File: config.mk
export PLATFORM = sky130hd
export DESIGN_NAME = radar_report_frame_parser_core
export DESIGN_NICKNAME = d
export VERILOG_FILES = /design/src/sv/rrfp_pkg.sv /design/src/sv/rrfp_frame_parser.sv /design/src/sv/rrfp_out_reg.sv /design/src/sv/radar_report_frame_parser_core.sv
export SDC_FILE = /design/constraint.sdc
export NUM_CORES = 1
export LEC_CHECK = 0
export BUFFER_PORTS_ARGS = -buffer_cell sky130_fd_sc_hd__buf_2
export CAP_MARGIN = 10
export CORE_MARGIN = 1
export CORE_UTILIZATION = 55
export DETAILED_ROUTE_END_ITERATION = 16
export PLACE_DENSITY = 0.78
export SYNTH_ARGS = -nofsm -noshare
export SYNTH_HDL_FRONTEND = slang
export SYNTH_SLANG_ARGS = --single-unit
File: constraint.sdc
create_clock -name aclk -period 9.2 [get_ports aclk]
set_clock_uncertainty 0.05 [all_clocks]
set_input_delay 2.76 -clock aclk [delete_from_list [all_inputs] [get_ports aclk]]
set_output_delay 2.76 -clock aclk [all_outputs]
set_load 0.005 [all_outputs]
File: src/sv/rrfp_pkg.sv
// ----------------------------------------------------------------------------
// rrfp_pkg
// shared constants, types and byte checks for the radar report frame parser
// ----------------------------------------------------------------------------
`default_nettype none

package rrfp_pkg;

    localparam int FRAME_BYTES  = 23;
    localparam int COUNT_W      = 5;
    localparam int RX_DATA_W    = 8;
    localparam int REPORT_W     = 67;
    localparam int REPORT_TDATA_W = 72;

    localparam logic [7:0] HEAD_0 = 8'hF4;
    localparam logic [7:0] HEAD_1 = 8'hF3;
    localparam logic [7:0] HEAD_2 = 8'hF2;
    localparam logic [7:0] HEAD_3 = 8'hF1;
    localparam logic [7:0] TAIL_0 = 8'hF8;
    localparam logic [7:0] TAIL_1 = 8'hF7;
    localparam logic [7:0] TAIL_2 = 8'hF6;
    localparam logic [7:0] TAIL_3 = 8'hF5;
    localparam logic [7:0] PAYLOAD_LEN_LO = 8'd13;
    localparam logic [7:0] PAYLOAD_LEN_HI = 8'd0;
    localparam logic [7:0] MARK_0   = 8'h02;
    localparam logic [7:0] MARK_1   = 8'hAA;
    localparam logic [7:0] MARK_END = 8'h55;

    localparam logic [2:0] STATE_UNKNOWN = 3'd4;
    localparam logic [7:0] STATE_MAX_RAW = 8'd3;

    localparam logic [COUNT_W-1:0] POS_HUNT      = 5'd0;
    localparam logic [COUNT_W-1:0] POS_HEAD_END  = 5'd3;
    localparam logic [COUNT_W-1:0] POS_LEN_LO    = 5'd4;
    localparam logic [COUNT_W-1:0] POS_LEN_HI    = 5'd5;
    localparam logic [COUNT_W-1:0] POS_MARK_0    = 5'd6;
    localparam logic [COUNT_W-1:0] POS_MARK_1    = 5'd7;
    localparam logic [COUNT_W-1:0] POS_STATE     = 5'd8;
    localparam logic [COUNT_W-1:0] POS_MDIST_LO  = 5'd9;
    localparam logic [COUNT_W-1:0] POS_MDIST_HI  = 5'd10;
    localparam logic [COUNT_W-1:0] POS_MENERGY   = 5'd11;
    localparam logic [COUNT_W-1:0] POS_SDIST_LO  = 5'd12;
    localparam logic [COUNT_W-1:0] POS_SDIST_HI  = 5'd13;
    localparam logic [COUNT_W-1:0] POS_SENERGY   = 5'd14;
    localparam logic [COUNT_W-1:0] POS_DDIST_LO  = 5'd15;
    localparam logic [COUNT_W-1:0] POS_DDIST_HI  = 5'd16;
    localparam logic [COUNT_W-1:0] POS_MARK_END  = 5'd17;
    localparam logic [COUNT_W-1:0] POS_TAIL_0    = 5'd19;
    localparam logic [COUNT_W-1:0] POS_TAIL_1    = 5'd20;
    localparam logic [COUNT_W-1:0] POS_TAIL_2    = 5'd21;
    localparam logic [COUNT_W-1:0] POS_LAST      = 5'(FRAME_BYTES - 1);
    localparam logic [COUNT_W-1:0] POS_FRAME_END = 5'(FRAME_BYTES);

    typedef struct packed {
        logic [2:0]  target_state;
        logic [15:0] mov_dist;
        logic [7:0]  mov_level;
        logic [15:0] stat_dist;
        logic [7:0]  stat_level;
        logic [15:0] det_dist;
    } report_t;

    typedef struct packed {
        logic    valid;
        report_t report;
    } report_word_t;

    function automatic logic [7:0] head_byte(input logic [1:0] idx);
        logic [7:0] val;
        case (idx)
            2'd0:    val = HEAD_0;
            2'd1:    val = HEAD_1;
            2'd2:    val = HEAD_2;
            default: val = HEAD_3;
        endcase
        return val;
    endfunction

    // fixed-value bytes of the frame body; unchecked positions pass
    function automatic logic body_byte_ok(input logic [COUNT_W-1:0] pos,
                                          input logic [7:0] rx);
        logic ok;
        case (pos)
            POS_LEN_LO:   ok = (rx == PAYLOAD_LEN_LO);
            POS_LEN_HI:   ok = (rx == PAYLOAD_LEN_HI);
            POS_MARK_0:   ok = (rx == MARK_0);
            POS_MARK_1:   ok = (rx == MARK_1);
            POS_MARK_END: ok = (rx == MARK_END);
            POS_TAIL_0:   ok = (rx == TAIL_0);
            POS_TAIL_1:   ok = (rx == TAIL_1);
            POS_TAIL_2:   ok = (rx == TAIL_2);
            POS_LAST:     ok = (rx == TAIL_3);
            default:      ok = 1'b1;
        endcase
        return ok;
    endfunction

endpackage

`default_nettype wire

File: src/sv/rrfp_frame_parser.sv
// ----------------------------------------------------------------------------
// rrfp_frame_parser
// input byte register, header hunt, frame checks and field capture
// ----------------------------------------------------------------------------
`default_nettype none

module rrfp_frame_parser
    import rrfp_pkg::*;
(
    input  wire logic                 aclk,
    input  wire logic                 aresetn,
    input  wire logic                 s_tvalid,
    output logic                      s_tready,
    input  wire logic [RX_DATA_W-1:0] s_tdata,    // [7:0] rx_byte
    input  wire logic                 out_free,
    output report_word_t              rep_word
);

    logic                 in_valid_reg;
    logic [RX_DATA_W-1:0] in_byte_reg;
    logic [COUNT_W-1:0]   count_reg, count_next;
    logic                 ok_reg, ok_next;
    report_t              fields_reg;
    logic                 advance;
    logic                 report_due;
    logic [RX_DATA_W-1:0] rx;

    // only a byte that completes a good frame waits for the result register
    assign report_due = (count_reg == POS_LAST) & ok_reg & body_byte_ok(count_reg, rx);
    assign advance    = in_valid_reg & (out_free | ~report_due);
    assign s_tready   = ~in_valid_reg | out_free | ~report_due;
    assign rx         = in_byte_reg;

    always_ff @(posedge aclk) begin
        if (!aresetn) begin
            in_valid_reg <= 1'b0;
        end else if (s_tready) begin
            in_valid_reg <= s_tvalid;
        end
        if (s_tready) begin
            in_byte_reg <= s_tdata;
        end
    end

    always_comb begin
        count_next = count_reg;
        ok_next    = ok_reg;
        if (count_reg == POS_HUNT) begin
            count_next = (rx == HEAD_0) ? 5'd1 : POS_HUNT;
        end else if (count_reg <= POS_HEAD_END) begin
            if (rx == head_byte(count_reg[1:0])) begin
                count_next = count_reg + 5'd1;
            end else begin
                count_next = (rx == HEAD_0) ? 5'd1 : POS_HUNT;
            end
        end else if (count_reg >= POS_FRAME_END) begin
            count_next = POS_HUNT;
        end else begin
            count_next = (count_reg == POS_LAST) ? POS_HUNT : count_reg + 5'd1;
            if (count_reg == POS_LEN_LO) begin
                ok_next = body_byte_ok(count_reg, rx);
            end else begin
                ok_next = ok_reg & body_byte_ok(count_reg, rx);
            end
        end
    end

    always_ff @(posedge aclk) begin
        if (!aresetn) begin
            count_reg <= POS_HUNT;
            ok_reg    <= 1'b0;
        end else if (advance) begin
            count_reg <= count_next;
            ok_reg    <= ok_next;
        end
    end

    always_ff @(posedge aclk) begin
        if (advance) begin
            case (count_reg)
                POS_STATE:    fields_reg.target_state <=
                                  (rx <= STATE_MAX_RAW) ? rx[2:0] : STATE_UNKNOWN;
                POS_MDIST_LO: fields_reg.mov_dist[7:0]   <= rx;
                POS_MDIST_HI: fields_reg.mov_dist[15:8]  <= rx;
                POS_MENERGY:  fields_reg.mov_level       <= rx;
                POS_SDIST_LO: fields_reg.stat_dist[7:0]  <= rx;
                POS_SDIST_HI: fields_reg.stat_dist[15:8] <= rx;
                POS_SENERGY:  fields_reg.stat_level      <= rx;
                POS_DDIST_LO: fields_reg.det_dist[7:0]   <= rx;
                POS_DDIST_HI: fields_reg.det_dist[15:8]  <= rx;
                default: ;
            endcase
        end
    end

    assign rep_word.valid  = advance & report_due;
    assign rep_word.report = fields_reg;

endmodule

`default_nettype wire

File: src/sv/rrfp_out_reg.sv
// ----------------------------------------------------------------------------
// rrfp_out_reg
// result register holding one report word until the receiver takes it
// ----------------------------------------------------------------------------
`default_nettype none

module rrfp_out_reg
    import rrfp_pkg::*;
(
    input  wire logic                      aclk,
    input  wire logic                      aresetn,
    input  wire report_word_t              rep_word,
    output logic                           out_free,
    output logic                           m_tvalid,
    input  wire logic                      m_tready,
    output logic [REPORT_TDATA_W-1:0]      m_tdata
);

    logic    m_tvalid_reg;
    report_t report_reg;

    assign out_free = ~m_tvalid_reg | m_tready;
    assign m_tvalid = m_tvalid_reg;

    always_ff @(posedge aclk) begin
        if (!aresetn) begin
            m_tvalid_reg <= 1'b0;
        end else if (rep_word.valid) begin
            m_tvalid_reg <= 1'b1;
        end else if (m_tready) begin
            m_tvalid_reg <= 1'b0;
        end
        if (rep_word.valid) begin
            report_reg <= rep_word.report;
        end
    end

    assign m_tdata = {
        (REPORT_TDATA_W - REPORT_W)'(0),
        report_reg.det_dist,
        report_reg.stat_level,
        report_reg.stat_dist,
        report_reg.mov_level,
        report_reg.mov_dist,
        report_reg.target_state
    };

endmodule

`default_nettype wire

File: src/sv/radar_report_frame_parser_core.sv
// ----------------------------------------------------------------------------
// radar_report_frame_parser_core
// parses 23-byte radar target report frames from a serial byte stream
// ----------------------------------------------------------------------------
// s_ channel: one received serial byte per word. the parser hunts for the
// header F4 F3 F2 F1, collects the rest of the frame and checks the length,
// markers and footer. m_ channel: one report word per valid frame, none for
// a frame that fails a check.
// m_tvalid rises once the last frame byte has passed the input register
// and then the result register.
// throughput: one byte per cycle while no due report waits on a busy result
// register; the parse step between the byte and result registers is combinational.
// reset: aresetn low returns the parser to header hunting and empties both
// registers; no report is pending afterwards.
// stall: a held report keeps its word; the next byte is still taken into
// the input register, and bytes flow on as long as no second report is due
// while the first waits.
// ----------------------------------------------------------------------------
`default_nettype none

module radar_report_frame_parser_core
    import rrfp_pkg::*;
(
    input  wire logic                      aclk,
    input  wire logic                      aresetn,
    input  wire logic                      s_tvalid,
    output logic                           s_tready,
    input  wire logic [RX_DATA_W-1:0]      s_tdata,   // [7:0] rx_byte
    output logic                           m_tvalid,
    input  wire logic                      m_tready,
    // [2:0] target state, [18:3] moving distance, [26:19] moving level,
    // [42:27] stationary distance, [50:43] stationary level,
    // [66:51] detection distance, [71:67] zero
    output logic [REPORT_TDATA_W-1:0]      m_tdata
);

    report_word_t rep_word;
    logic         out_free;

    rrfp_frame_parser u_parser (
        .aclk     (aclk),
        .aresetn  (aresetn),
        .s_tvalid (s_tvalid),
        .s_tready (s_tready),
        .s_tdata  (s_tdata),
        .out_free (out_free),
        .rep_word (rep_word)
    );

    rrfp_out_reg u_out (
        .aclk     (aclk),
        .aresetn  (aresetn),
        .rep_word (rep_word),
        .out_free (out_free),
        .m_tvalid (m_tvalid),
        .m_tready (m_tready),
        .m_tdata  (m_tdata)
    );

endmodule

`default_nettype wire
==> impl_metrics.ini, run 1 <==
[place]
port_buffers = 80
place.gp.congestion = 0.8829
dpl-instance-area_um2 = 5881
hpwl_um = 5409
dp_cells = 496

[critical_path]
crit_family = simple AND/OR/NAND/NOR gates
crit_chain = buf_2, nor2b_1, nand4_1, buf_2
crit_buf_inv = 2
slowest_stage = nand4_1
worstPathArrival_ns = 3.88
critical_path_class = in -> out
cpPeakStageDelay_ns = 0.45
crit_fanout = 10
end_kind = primary output
startpoint_type = primary input
cp_common_cell = buf_2
cp_data_required_time_ns = 6.39

[floorplan]
die_h_um = 100.9
die_w_um = 100.9
design.die.area_um2 = 10180
ios = 86
row_count = 35
coreArea_um2 = 9371
initial_core_util_pct = 57.38

[yosys]
ys_warn_count = 0
netlist.area_leader.share_pct = 79.29
yosys-top-cells-area = edfxtp_1, dfxtp_1, ha_1
synth-edff-count = 142
synth_ff_type = edfxtp_1
synth_top_area_cell = edfxtp_1
ys_seq_area_share_pct = 82.27
async_reset_ff_share_pct = 0
synthDistinctLibCells = 49
avgSynthCellArea_um2 = 17.93
syn_inst = 300
ys_ff_latch = 150
syn_area_um2 = 5378

[cells_and_area]
regArea_um2 = 4424
final_core_util_pct = 69.15
antennaDiodeCount = 0
final_nets = 405
multi_input_area_um2 = 853.3
stdcell_count = 529
area_growth_pct = 20.50
fin_area_um2 = 6480
n_fill_cell = 628
drive_above_1_share_pct = 30.75

[outcome]
status = finished, final reports clean

[timing]
period_share_pct = 72.67
rsz0062_at_grt = false
slew_headroom_pct = 45.17
slew_viol_final = 0
layout_min_cycle_time_ns = 6.686
worst-slew-pin-transition_ns = 0.8225
hold_viol_final = 0
setup_viol = 0
max_freq_mhz = 149.6
tns_ns = 0

[clocking]
cts_tree = done
cts_buffer_depth = 2
cts-root-buf = clkbuf_8
insertion_delay_ns = 0.51
numCtsBuffers = 17
htree_num_levels = 4
cts_hold_buffers = 0
clk_pin_slew_worst_paths_ns = 0.06
cts_sinks = 150
ctsResizeCount = 0
cts_setup_buffers = 0

[routing]
drt_pre_antenna_iters = 5
drt-initial-drc-count = 252
antenna_left = 0
num_vias = 2856
detail_route.wl_per_cell_um = 16.93
routed_wl_um = 8957
drc = 0
via_per_inst = 5.399

[power_and_ir_drop]
peakVddDrop_mv = 0.1179
leakage_nw = 2.235
power_density_nw_per_um2 = 221.9
finalPower_w = 0.001438

[global_route]
grt_pass1_vias = 2711
grt_overflow = 0
grt_usage_pct = 19.04
grt_pass1_wl_um = 13700
antenna_found_initial = 0
grt_max_degree = 68

[flow_run]
drv_cap = 0

[worst_hold_path]
hold_class = reg -> reg
-- worst register-to-register path, cell delays in order (launching register included) --
cell and delay (ns):
dfxtp_1 0.49, ha_1 0.41, or4b_1 0.47, a2111oi_0 0.41, a211oi_1 0.18, nand3_1 0.16
nand3_1 0.16, nor2_4 0.14, buf_4 0.64
-- through the flow --
step / hold slack (ns) / worst slack [ns]
floorplan: 0.3503 / 3.038
global placement: 0.3504 / 2.570
detailed placement: 0.3545 / 2.491
CTS: 0.3660 / 2.491
global route: 0.3702 / 2.378
finish: 0.3590 / 2.514
-- where the power goes --
| group | internal (W) | switching [W] |
|---|---|---|
| logic | 0.00000373 | 0.00000408 |
| clock network | 0.000417 | 0.000260 |
| registers | 0.000743 | 0.00000993 |
-- layout make-up --
class | count | share of cell area [%]
sequential | 150 | 68.28
multi-input combinational | 127 | 13.17
clock buffer | 19 | 6.507
timing repair buffer | 82 | 6.372
clock inverter | 13 | 2.665
tap | 129 | 2.491
inverter | 9 | 0.5213
-- final timing paths --
path         slack (ns)  cells past startpoint                     endpoint                          startpoint
min reg2reg        0.36                      0  u_out.m_tdata[31]$_DFFE_PP_     u_parser.rep_word[28]$_DFFE_PP_
min                0.36                      0  u_out.m_tdata[31]$_DFFE_PP_     u_parser.rep_word[28]$_DFFE_PP_
max                2.51                      4                     s_tready                            m_tready
max reg2reg        5.68                      8  u_out.m_tdata[41]$_DFFE_PP_  u_parser.count_reg[0]$_SDFFE_PN0P_
-- routing by layer --
metal  track usage [%]  vias to the layer above  part of all wire, %
met5                 0                        -                    0
met2             29.35                      180                   49
li1                  -                     1335                    -
met4             10.37                        0                  1.8
met1             24.26                     1323                   42
met3             5.964                       18                  7.5
-- cell usage after synthesis (all sizes together) (4+ instances only) --
master and number:
edfxtp 142, nand2 15, a21oi 11, nor2 11
nor3 11, clkbuf 10, inv 9, buf 8
dfxtp 8, nand3 7, ha 6, and2 5
and3 5, and4 5, nor4 5, nand2b 4
nand4 4
-- layout by cell type (no fill, tap or decap), types with 6 or more instances in the layout --
cell | synthesis | routed
a21oi_1 | 11 | 11
clkbuf_16 | 0 | 16
nor3_1 | 11 | 11
nand3_1 | 7 | 7
edfxtp_1 | 142 | 142
buf_2 | 2 | 81
dfxtp_1 | 8 | 8
inv_1 | 9 | 9
nor2_1 | 11 | 10
ha_1 | 6 | 6
nand2_1 | 14 | 14
-- kinds of logic (layout without fill, tap and decap cells) --
family | after synthesis | after routing | synth area share, %
mux | 2 | 2 | 0.3723
xor+xnor | 3 | 3 | 0.4887
other cells | 1 | 5 | 0.06973
buf+inv | 27 | 123 | 2.280
simple gates | 81 | 81 | 8.864
fa+ha+maj | 6 | 6 | 1.396
compound gates | 30 | 30 | 4.258
flops | 150 | 150 | 82.27
No activity file was read; power rests on OpenSTA's default activity.
==> inputs of run 2 (changes only) <==
- CORE_UTILIZATION: 55 -> 50
- PLACE_DENSITY: 0.78 -> 0.75
- clock period: 9.2 -> 5.97 ns (I/O delays scaled with it)
==> run 2 against run 1 <==
Net effect: count of clock-buffer cells in the layout shrank 2; flip-flop and latch count is the same; sequential share of layout area shrank 0.56 points; setup slack lost 1.7 ns; critical path depth grew 3.
==> impl_metrics.ini, run 2 (synthesis results as in run 1) <==
[global_route]
grt_pass1_wl_um = 14520
grt_max_degree = 37
antenna_found_initial = 0
grt_overflow = 0
grt_usage_pct = 18.12
grt_pass1_vias = 2780

[cells_and_area]
antennaDiodeCount = 0
n_fill_cell = 747
final_common_cell = edfxtp_1
final_cell_mix = edfxtp_1, buf_2, clkbuf_16
drive_above_1_share_pct = 31.08
final_nets = 404
fin_area_um2 = 6534
area_growth_pct = 21.50

[critical_path]
crit_fanout = 10
startpoint_type = flop
cpPeakStageDelay_ns = 0.49
slowest_stage = dfxtp_1
crit_chain = ha_1, or4b_1, a2111oi_0, a211oi_1, nand3_1, nand4_1, buf_2
worstPathArrival_ns = 3.33
end_kind = primary output
r2r-start = u_parser.count_reg[0]$_SDFFE_PN0P_
cp_data_required_time_ns = 4.13
crit_start = u_parser.count_reg[0]$_SDFFE_PN0P_
critical_path_class = reg -> out

[floorplan]
row_count = 37
design.die.area_um2 = 11170
initial_core_util_pct = 51.86
die_w_um = 105.7
die_h_um = 105.7
coreArea_um2 = 10370
ios = 86

[power_and_ir_drop]
power_frac_comb_pct = 0.5
p_clk_share_pct = 49.3
peakVddDrop_mv = 0.2090
power_frac_seq_pct = 50.1
p_sw_share_pct = 20.04
leakage_nw = 2.261
switching_power_w = 0.0004634
power_density_nw_per_um2 = 353.9
internal-power_w = 0.001849

[clocking]
cts_sinks = 150
htree_num_levels = 4
numCtsBuffers = 17
ctsResizeCount = 0
insertion_delay_ns = 0.52
cts_setup_buffers = 0
cts_buffer_depth = 2
cts-root-buf = clkbuf_8
cts_tree = done
clk_pin_slew_worst_paths_ns = 0.06
cts_hold_buffers = 0

[timing]
layout_min_cycle_time_ns = 5.171
fin_ws_ns = 0.7988
period_share_pct = 86.62
setup_viol = 0
hold_viol_final = 0
tns_ns = 0
slew_headroom_pct = 20.13
rsz0062_at_grt = false
slew_viol_final = 0
worst-slew-pin-transition_ns = 1.189
max_freq_mhz = 193.4

[routing]
drt-initial-drc-count = 286
num_vias = 2956
drc = 0
via_per_inst = 5.525
drt_pre_antenna_iters = 5
antenna_left = 0
detail_route.wl_per_cell_um = 17.77
routed_wl_um = 9506

[worst_hold_path]
min_from = u_parser.rep_word[29]$_DFFE_PP_
hold_class = reg -> reg

[place]
port_buffers = 80
dpl-instance-area_um2 = 5889
place.gp.congestion = 0.8964
pre_cts_slack_ns = 1.213
hpwl_um = 5901

[flow_run]
drv_cap = 0

[outcome]
status = finished, final reports clean
[run 2: cell count changes in the layout (fill, tap and decap cells not counted)]
cell,delta
clkinv_4,-1
clkinv_2,-1
clkinv_8,+1
bufinv_16,+1
buf_2,-1
inv_8,+2
clkbuf_1,-2
inv_6,+2
clkinvlp_4,-2
[run 2: cell type report]
type / instances / area, um2 / share of cell area (%)
Clock inverter: 15 / 230.2 / 3.524
Multi-Input combinational cell: 127 / 853.3 / 13.06
Tap cell: 136 / 170.2 / 2.604
Timing Repair Buffer: 81 / 407.9 / 6.243
Inverter: 9 / 33.78 / 0.5170
Clock buffer: 17 / 414.1 / 6.339
Sequential cell: 150 / 4424 / 67.71
[run 2: routing by layer]
| layer | global-route usage [%] | wire, um | vias to the layer above |
|---|---|---|---|
| met2 | 28.85 | 4655 | 165 |
| met5 | 0 | 0 | - |
| met3 | 6.308 | 767 | 21 |
| met4 | 6.845 | 146 | 0 |
| met1 | 22.99 | 3937 | 1436 |
| li1 | - | - | 1334 |
[run 2: path summary, 6_finish.rpt]
kind                            slack, ns  cells past startpoint                           to
worst max register to register       1.97                      8  u_out.m_tdata[50]$_DFFE_PP_
worst min register to register       0.37                      0  u_out.m_tdata[32]$_DFFE_PP_
worst min-delay path                 0.37                      0  u_out.m_tdata[32]$_DFFE_PP_
worst max-delay path                 0.80                      7                     s_tready
[run 2: power groups by stage]
| stage | registers, W | clock network [W] | logic, W |
|---|---|---|---|
| floorplan | 0.00117 | 0 | 0.0000121 |
| global route | 0.00116 | 0.00120 | 0.0000140 |
| detailed placement | 0.00118 | 0 | 0.0000125 |
| CTS | 0.00116 | 0.00116 | 0.0000124 |
| global placement | 0.00118 | 0 | 0.0000120 |
| finish | 0.00116 | 0.00114 | 0.0000125 |
[run 2: stage by stage]
step	cells	util (%)	hold WS, ns	power, W
2_1_floorplan	304	-	0.3503	0.001185
3_3_place_gp	503	56.79	0.3513	0.001193
3_5_place_dp	503	56.79	0.3545	0.001194
4_1_cts	535	63.01	0.3699	0.002329
5_1_grt	535	63.01	0.3724	0.002372
6_report	535	63.01	0.3701	0.002312
[run 2: critical path: cells and delay by family (launching register included)]
family / cells / cell delay (ns)
adders and majority gates: 1 / 0.39
and+or+nand+nor: 3 / 1.02
AOI/OAI and AO/OA: 2 / 0.62
DFF: 1 / 0.49
buffers and inverters: 1 / 0.29
